### config.mk
export PLATFORM = sky130hd
export DESIGN_NAME = utf8_to_utf16_transcoder
export DESIGN_NICKNAME = d
export VERILOG_FILES = /design/src/design/utt_pkg.sv /design/src/design/utt_decode.sv /design/src/design/utt_out_buf.sv /design/src/design/utf8_to_utf16_transcoder.sv
export SDC_FILE = /design/constraint.sdc
export NUM_CORES = 1
export LEC_CHECK = 0
export ABC_AREA = 1
export BUFFER_PORTS_ARGS = -buffer_cell sky130_fd_sc_hd__buf_4
export CAP_MARGIN = 20
export CORE_UTILIZATION = 59
export DETAILED_ROUTE_END_ITERATION = 8
export PLACE_DENSITY = 0.78
export REMOVE_ABC_BUFFERS = 1
export SETUP_SLACK_MARGIN = 0.3
export SLEW_MARGIN = 20
export SYNTH_ARGS = -nofsm -noshare
export SYNTH_HDL_FRONTEND = slang
export SYNTH_SLANG_ARGS = --single-unit
### constraint.sdc
create_clock -name clk_i -period 3.42 [get_ports clk_i]
set_input_delay 0.855 -clock clk_i [delete_from_list [all_inputs] [get_ports clk_i]]
set_output_delay 0.855 -clock clk_i [all_outputs]
set_load 0.01 [all_outputs]
### src/design/utt_pkg.sv
// ----------------------------------------------------------------------------
// utt_pkg
// Shared types and constants of the UTF-8 to UTF-16 transcoder.
// ----------------------------------------------------------------------------
`default_nettype none

package utt_pkg;

  // Replacement unit for any ill-formed input
  localparam logic [15:0] REPLACEMENT   = 16'hFFFD;
  // Code point limits and surrogate bases
  localparam logic [20:0] MAX_POINT     = 21'h10FFFF;
  localparam logic [20:0] SURR_LOW      = 21'h00D800;
  localparam logic [20:0] SURR_HIGH     = 21'h00DFFF;
  localparam logic [20:0] SUPP_BASE     = 21'h010000;
  localparam logic [20:0] MIN_TWO_BYTE  = 21'h000080;
  localparam logic [20:0] MIN_THREE     = 21'h000800;
  localparam logic [5:0]  HIGH_SURR_TAG = 6'b110110;
  localparam logic [5:0]  LOW_SURR_TAG  = 6'b110111;

  // Named continuation byte counts of a sequence
  localparam logic [1:0] EXTRA_NONE  = 2'd0;
  localparam logic [1:0] EXTRA_ONE   = 2'd1;
  localparam logic [1:0] EXTRA_TWO   = 2'd2;
  localparam logic [1:0] EXTRA_THREE = 2'd3;

  // One input beat
  typedef struct packed {
    logic [7:0] data_byte;
    logic       final_byte;
  } in_t;

  // One output beat
  typedef struct packed {
    logic [15:0] code_unit;
    logic        run_end;
    logic        string_end;
  } out_t;

  // Pending multi-byte sequence
  typedef struct packed {
    logic [20:0] point;
    logic [1:0]  remaining;
    logic [1:0]  extra;
  } seq_state_t;

  // Units produced by one input byte
  typedef struct packed {
    logic [1:0]  count;
    logic [15:0] unit0;
    logic [15:0] unit1;
    logic        last;
  } unit_pair_t;

endpackage : utt_pkg

`default_nettype wire

### src/design/utt_decode.sv
// ----------------------------------------------------------------------------
// utt_decode
// Combinational decode of one UTF-8 byte against the pending sequence state:
// gives the next sequence state and up to two UTF-16 code units.
// ----------------------------------------------------------------------------
`default_nettype none

module utt_decode (
  input  logic [7:0]          data_byte_i,
  input  logic                final_byte_i,
  input  utt_pkg::seq_state_t state_i,
  output utt_pkg::seq_state_t state_o,
  output utt_pkg::unit_pair_t units_o
);
  import utt_pkg::*;

  logic        is_cont;
  logic        lead_starts;
  logic        lead_cnt;
  logic [15:0] lead_unit;
  seq_state_t  lead_state;
  logic [20:0] joined_point;
  logic [1:0]  rem_dec;
  logic        bad_point;
  logic [20:0] final_point;
  logic [20:0] supp_offset;
  logic        needs_pair;

  assign is_cont = (data_byte_i[7:6] == 2'b10);

  // Classify the byte as a lead byte
  always_comb begin
    lead_state  = '0;
    lead_cnt    = 1'b0;
    lead_unit   = REPLACEMENT;
    lead_starts = 1'b0;
    priority if (!data_byte_i[7]) begin
      lead_cnt  = 1'b1;
      lead_unit = {8'h00, data_byte_i};
    end else if (data_byte_i[7:5] == 3'b110) begin
      lead_starts          = 1'b1;
      lead_state.point     = {16'h0000, data_byte_i[4:0]};
      lead_state.extra     = EXTRA_ONE;
      lead_state.remaining = EXTRA_ONE;
    end else if (data_byte_i[7:4] == 4'b1110) begin
      lead_starts          = 1'b1;
      lead_state.point     = {17'd0, data_byte_i[3:0]};
      lead_state.extra     = EXTRA_TWO;
      lead_state.remaining = EXTRA_TWO;
    end else if (data_byte_i[7:3] == 5'b11110) begin
      lead_starts          = 1'b1;
      lead_state.point     = {18'd0, data_byte_i[2:0]};
      lead_state.extra     = EXTRA_THREE;
      lead_state.remaining = EXTRA_THREE;
    end else begin
      // stray continuation or invalid lead
      lead_cnt = 1'b1;
    end
    // drop a sequence that starts on the string's last byte
    if (lead_starts && final_byte_i) begin
      lead_state = '0;
      lead_cnt   = 1'b1;
      lead_unit  = REPLACEMENT;
    end
  end

  // Append the continuation bits and check the finished code point
  assign joined_point = {state_i.point[14:0], data_byte_i[5:0]};
  assign rem_dec      = state_i.remaining - 2'd1;

  always_comb begin
    bad_point = (joined_point > MAX_POINT) ||
                ((joined_point >= SURR_LOW) && (joined_point <= SURR_HIGH));
    unique case (state_i.extra)
      EXTRA_ONE:   bad_point = bad_point || (joined_point < MIN_TWO_BYTE);
      EXTRA_TWO:   bad_point = bad_point || (joined_point < MIN_THREE);
      EXTRA_THREE: bad_point = bad_point || (joined_point < SUPP_BASE);
      default:     bad_point = 1'b1;
    endcase
  end

  assign final_point = bad_point ? {5'b00000, REPLACEMENT} : joined_point;
  assign needs_pair  = |final_point[20:16];
  assign supp_offset = final_point - SUPP_BASE;

  // Select the units and the next state
  always_comb begin
    state_o       = state_i;
    units_o.count = 2'd0;
    units_o.unit0 = REPLACEMENT;
    units_o.unit1 = REPLACEMENT;
    units_o.last  = final_byte_i;
    if (state_i.remaining != EXTRA_NONE) begin
      if (is_cont) begin
        if (rem_dec == EXTRA_NONE) begin
          state_o = '0;
          if (needs_pair) begin
            units_o.count = 2'd2;
            units_o.unit0 = {HIGH_SURR_TAG, supp_offset[19:10]};
            units_o.unit1 = {LOW_SURR_TAG, supp_offset[9:0]};
          end else begin
            units_o.count = 2'd1;
            units_o.unit0 = final_point[15:0];
          end
        end else if (final_byte_i) begin
          state_o       = '0;
          units_o.count = 2'd1;
        end else begin
          state_o.point     = joined_point;
          state_o.remaining = rem_dec;
        end
      end else begin
        // break off the sequence, then handle the byte as a lead
        state_o       = lead_state;
        units_o.count = 2'd1 + {1'b0, lead_cnt};
        units_o.unit1 = lead_unit;
      end
    end else begin
      state_o       = lead_state;
      units_o.count = {1'b0, lead_cnt};
      units_o.unit0 = lead_unit;
    end
  end

endmodule : utt_decode

`default_nettype wire

### src/design/utt_out_buf.sv
// ----------------------------------------------------------------------------
// utt_out_buf
// Two-slot result register: loads one or two code units at once and hands
// them out one beat at a time.
// ----------------------------------------------------------------------------
`default_nettype none

module utt_out_buf (
  input  logic                clk_i,
  input  logic                rst_ni,
  input  logic                load_en_i,
  input  utt_pkg::unit_pair_t load_i,
  output logic                free_o,
  output logic                out_valid_o,
  input  logic                out_stall_i,
  output utt_pkg::out_t       out_data_o
);
  import utt_pkg::*;

  logic [1:0] cnt_q, cnt_d;
  out_t       slot0_q, slot0_d;
  out_t       slot1_q, slot1_d;
  logic       pop;

  assign pop    = (cnt_q != 2'd0) && !out_stall_i;
  assign free_o = (cnt_q == 2'd0) || ((cnt_q == 2'd1) && !out_stall_i);

  // Load a new pair or shift the second slot forward
  always_comb begin
    cnt_d   = cnt_q;
    slot0_d = slot0_q;
    slot1_d = slot1_q;
    if (load_en_i) begin
      cnt_d              = load_i.count;
      slot0_d.code_unit  = load_i.unit0;
      slot0_d.run_end    = (load_i.count == 2'd1);
      slot0_d.string_end = (load_i.count == 2'd1) && load_i.last;
      slot1_d.code_unit  = load_i.unit1;
      slot1_d.run_end    = 1'b1;
      slot1_d.string_end = load_i.last;
    end else if (pop) begin
      cnt_d   = cnt_q - 2'd1;
      slot0_d = slot1_q;
    end
  end

  always_ff @(posedge clk_i or negedge rst_ni) begin
    if (!rst_ni) begin
      cnt_q <= 2'd0;
    end else begin
      cnt_q <= cnt_d;
    end
  end

  always_ff @(posedge clk_i) begin
    slot0_q <= slot0_d;
    slot1_q <= slot1_d;
  end

  assign out_valid_o = (cnt_q != 2'd0);
  assign out_data_o  = slot0_q;

`ifndef NO_ASSERTIONS
  a_load_when_free: assert property (@(posedge clk_i) disable iff (!rst_ni)
    load_en_i |-> free_o && (load_i.count != 2'd0))
    else $error("result buffer loaded while occupied");
  a_count_range: assert property (@(posedge clk_i) disable iff (!rst_ni)
    cnt_q != 2'd3)
    else $error("result buffer count out of range");
  a_stall_holds: assert property (@(posedge clk_i) disable iff (!rst_ni)
    (out_valid_o && out_stall_i) |=> out_valid_o && $stable(out_data_o))
    else $error("stalled result changed");
`endif

endmodule : utt_out_buf

`default_nettype wire

### src/design/utf8_to_utf16_transcoder.sv
// ----------------------------------------------------------------------------
// utf8_to_utf16_transcoder
// UTF-8 byte stream in, UTF-16 code units out, ill-formed input replaced.
// ----------------------------------------------------------------------------
// Input channel: one UTF-8 byte per beat, final_byte marks the string's last
// byte. Output channel: one UTF-16 code unit per beat; run_end marks the last
// unit caused by a byte, string_end the last unit of the string.
// Path: an accepted byte is held in the input register, decoded out of it and
// loaded into the result register, which presents its first unit.
// Throughput: one byte per cycle while each byte yields at most one unit and
// the receiver does not stall; a byte that yields two units (surrogate pair,
// or a replacement followed by the interrupting byte's own unit) occupies the
// output for both. The rate is set by the single output port draining the
// two-slot result register; bytes that yield no unit pass through without using it.
// Reset clears the pending sequence, the input register and the result
// register; no beat is presented until a byte arrives.
// When the receiver stalls, the current unit holds; the block keeps taking
// bytes until the input register is also held, then raises in_stall_o.
// ----------------------------------------------------------------------------
`default_nettype none

module utf8_to_utf16_transcoder (
  input  logic           clk_i,
  input  logic           rst_ni,
  input  logic           in_valid_i,
  output logic           in_stall_o,
  input  utt_pkg::in_t   in_data_i,
  output logic           out_valid_o,
  input  logic           out_stall_i,
  output utt_pkg::out_t  out_data_o
);
  import utt_pkg::*;

  logic       in_vq_q, in_vq_d;
  in_t        in_q;
  seq_state_t state_q;
  seq_state_t state_next;
  unit_pair_t dec_units;
  logic       buf_free;
  logic       advance;
  logic       load_en;
  logic       in_take;

  // Decode the held byte
  utt_decode u_decode (
    .data_byte_i  (in_q.data_byte),
    .final_byte_i (in_q.final_byte),
    .state_i      (state_q),
    .state_o      (state_next),
    .units_o      (dec_units)
  );

  // Advance the held byte when its units fit in the result register
  assign advance    = in_vq_q && ((dec_units.count == 2'd0) || buf_free);
  assign load_en    = advance && (dec_units.count != 2'd0);
  assign in_stall_o = in_vq_q && !advance;
  assign in_take    = in_valid_i && !in_stall_o;

  always_comb begin
    in_vq_d = in_vq_q;
    if (in_take) begin
      in_vq_d = 1'b1;
    end else if (advance) begin
      in_vq_d = 1'b0;
    end
  end

  always_ff @(posedge clk_i or negedge rst_ni) begin
    if (!rst_ni) begin
      in_vq_q <= 1'b0;
      state_q <= '0;
    end else begin
      in_vq_q <= in_vq_d;
      if (advance) begin
        state_q <= state_next;
      end
    end
  end

  always_ff @(posedge clk_i) begin
    if (in_take) begin
      in_q <= in_data_i;
    end
  end

  // Hold results for the receiver
  utt_out_buf u_out_buf (
    .clk_i       (clk_i),
    .rst_ni      (rst_ni),
    .load_en_i   (load_en),
    .load_i      (dec_units),
    .free_o      (buf_free),
    .out_valid_o (out_valid_o),
    .out_stall_i (out_stall_i),
    .out_data_o  (out_data_o)
  );

`ifndef NO_ASSERTIONS
  a_state_consistent: assert property (@(posedge clk_i) disable iff (!rst_ni)
    (state_q.remaining != EXTRA_NONE) |->
      (state_q.extra != EXTRA_NONE) && (state_q.remaining <= state_q.extra))
    else $error("pending count exceeds sequence length");
  a_final_idles: assert property (@(posedge clk_i) disable iff (!rst_ni)
    (advance && in_q.final_byte) |=> (state_q.remaining == EXTRA_NONE))
    else $error("sequence left pending after final byte");
  a_final_yields: assert property (@(posedge clk_i) disable iff (!rst_ni)
    (advance && in_q.final_byte) |-> load_en)
    else $error("final byte produced no unit");
  a_string_end_run_end: assert property (@(posedge clk_i) disable iff (!rst_ni)
    (out_valid_o && out_data_o.string_end) |-> out_data_o.run_end)
    else $error("string end without run end");
`endif

endmodule : utf8_to_utf16_transcoder

`default_nettype wire

==> metrics <==
Critical R2R Capture u_out_buf.out_data_o[11]$_DFFE_PP_; WS Path Type reg -> out; Crit. End Element output port; Main synth FF type edfxtp_1; Initial Utilization between 60% and 70%; clk_lat worst skew 0.34 ns; Yosys cell types 31; routed wire length just under 9000 um; largest family of logic cells by synthesized area simple AND/OR/NAND/NOR gates; Max clock buf depth 2; Max-Cap Viols 0; GR Util met1 roughly 36%; per-cell routed wire length between 15 and 20 um; I/O Buffers 32; Register-to-Register Path Depth 22; row count 27; first-pass GRT wire length about 14000 um; status complete, no violations; post-route total power around 0.0034 W; antenna viol nets, final 0; synthesized flop and latch total between 60 and 70; Fmax achieved between 300 and 400 MHz; tightest hold margin roughly 0.4 ns; final instance area 4230 sq um; placed instance area roughly 3700 sq um; Post-Syn Area between 3000 and 4000 sq um; Nets 498; Clock Pin Slew Worst Setup and Hold Paths 0.07 ns; WP data required around 2.6 ns; reg-to-reg setup timing slack about 0.15 ns; number of buffers created by CTS 9; Peak VDD IR 0.741 mV; Crit Path Max Fanout 4; hpwl dp 5500 um; worst path cell trace nor2_2 -> nand2_2 -> nor2_1 -> nor2_1 -> nand2_1 -> nor2_2 -> nand2_2 -> inv_4 -> nand2_4 -> ha_4 -> nand3_4 -> nand2_4 -> nand2_4 -> nand2_4 -> nand2_4 -> nand2_4 -> nor2_2 -> buf_4; CTS Hold Bufs 0; Area Overhead vs Synth 26.3%; ant diodes 0; fin crit share 96.3%; share of cells above drive strength 1 between 20% and 30%; Slowest-stage cell, CP dfrtp_1; crit path launch type flop; Worst Skew between 0.009 and 0.01 ns; asr flop ratio synth 35.5%; post-synthesis sequential area ratio between 50% and 60%; die height approximately 77 um; Post-synth EDFFs 40; minimum clock period ~3.3 ns; total track usage between 30 and 40%; most frequent cells in the layout nand2_1, buf_4, inv_1; Synth Instances roughly 400; H-tree depth 3; mux cell area share after synthesis 0%; unrepaired setup endpoints after global routing true; via count between 3000 and 4000; gr ovfl total 0; CTS tree built; commonest non-fill, non-tap cell in the layout nand2_1; drc violations 0; Synth Area per Inst 8.35 sq um; num ports 33; Synth Area in XOR/XNOR 0%; Via-to-Cell Ratio about 5.8; largest net degree at the start of global routing 29; PwrDens 803 nW/um^2; global route hottest layer met2; Synth Area in Simple Gates about a quarter; Die X around 77 um; TNS Setup 0 ns; Pre-Repair DR Iteration Count 9; Worst Path Arrival 2.44 ns; reg2reg start state_q[16]$_DFFE_PN0P_; RePlAce Congestion between 0.9 and 1; Post-Synth Adder-Cell Area 1.87%; worst-margin pin slew around 0.54 ns; Largest stage delay, worst path between 0.4 and 0.5 ns; final setup fails 0; Lkg Pwr roughly 1.9 nW; Hold Vio Cnt, Final 0; CTS root buf clkbuf_8; initial antenna violation count 0; cell mode on critical path nand2_4; compound-gate portion of the synthesized area a little over an eighth; worst hold-check path type in -> async; Initial DRC Count between 400 and 500; Slew headroom between 60% and 70%; Die ar. 5980 sq um; GR Util met2 50.8%; Slew Limit Fails 0; Ys Warns 0; vias in the first global route about 2900; core area between 5000 and 6000 sq um; grt met3 use under 10%; Sink Count between 60 and 70
-- report_power, final --
group | total (W) | internal [W] | switching [W] | leakage (nW)
Combinational | 0.00155 | 0.000561 | 0.000991 | 1.21
Clock | 0.000536 | 0.000258 | 0.000278 | 0.0829
Sequential | 0.00131 | 0.00116 | 0.000144 | 0.636
-- worst max path at each step --
stage	startpoint	endpoint	slack (ns)	cells past startpoint
global route	state_q[17]$_DFFE_PN0P_	in_stall_o	0.03	18
floorplan	state_q[14]$_DFFE_PN0P_	u_out_buf.out_data_o[0]$_DFFE_PP_	0.12	16
finish	state_q[17]$_DFFE_PN0P_	in_stall_o	0.13	18
detailed placement	state_q[14]$_DFFE_PN0P_	in_stall_o	0.36	17
CTS	state_q[16]$_DFFE_PN0P_	in_stall_o	0.28	18
global placement	state_q[16]$_DFFE_PN0P_	in_stall_o	0.47	18
-- registers in the layout, summed over array words and instances, names as in the netlist --
| register | flops |
|---|---|
| in_q | 9 |
| in_vq_q | 1 |
| state_q | 19 |
| u_out_buf.cnt_q | 2 |
| u_out_buf.out_data_o | 18 |
| u_out_buf.slot1_q | 13 |
-- synth_stat cells, drive strengths merged, types with 2 or more instances --
master | n | area, sq um
nor2 | 42 | 160
o21ai | 64 | 358
clkbuf | 3 | 11.3
ha | 5 | 62.6
nor3 | 2 | 15.0
o211ai | 3 | 22.5
a21oi | 9 | 45.0
dfrtp | 22 | 551
or2 | 4 | 25.0
edfxtp | 40 | 1200
clkinv | 2 | 7.51
nand3 | 19 | 105
buf | 10 | 66.3
inv | 47 | 176
nand2 | 124 | 508
-- final cells by class --
cell class | count | area (sq um)
Multi-Input combinational cell | 277 | 1430
Inverter | 49 | 186
Sequential cell | 62 | 1760
Clock buffer | 11 | 131
Timing Repair Buffer | 81 | 608
Tap cell | 72 | 90.1
Fill cell | 390 | 1240
Clock inverter | 5 | 27.5
-- cells by family (layout without fill, tap and decap cells) --
kind of cell | after synthesis | count (layout)
buf+inv | 62 | 146
simple gates | 192 | 192
flops | 62 | 62
fa+ha+maj | 5 | 5
compound gates | 80 | 80
-- layer usage --
metal / up-vias / part of all wire (%)
met3: 53 / 9.8
li1: 1463 / -
met2: 225 / 47
met4: 0 / 5.7
met1: 1482 / 37
met5: - / 0
-- per-stage QoR --
stage / utilization, % / std cells / setup slack, ns
floorplan: - / 388 / 0.121
global route: 77.3 / 557 / 0.0251
CTS: 75.5 / 551 / 0.277
finish: 77.3 / 557 / 0.126
global placement: 66.9 / 500 / 0.468
detailed placement: 66.9 / 500 / 0.355
-- critical path: cells and delay by family, from the launching register on --
kind	cells	cell delay [ns]
adders and majority gates	1	0.17
and+or+nand+nor	15	1.24
DFF	1	0.45
buffers and inverters	2	0.23
-- repair_timing --
item / 4_1_cts / 5_1_grt
pin swaps: 11 / 9
setup buffers: 35 / 6
resized for setup: 18 / 16
setup endpoints to repair: 1 / 2
gates cloned: 0 / 0
(Power assumes the default switching activity.)
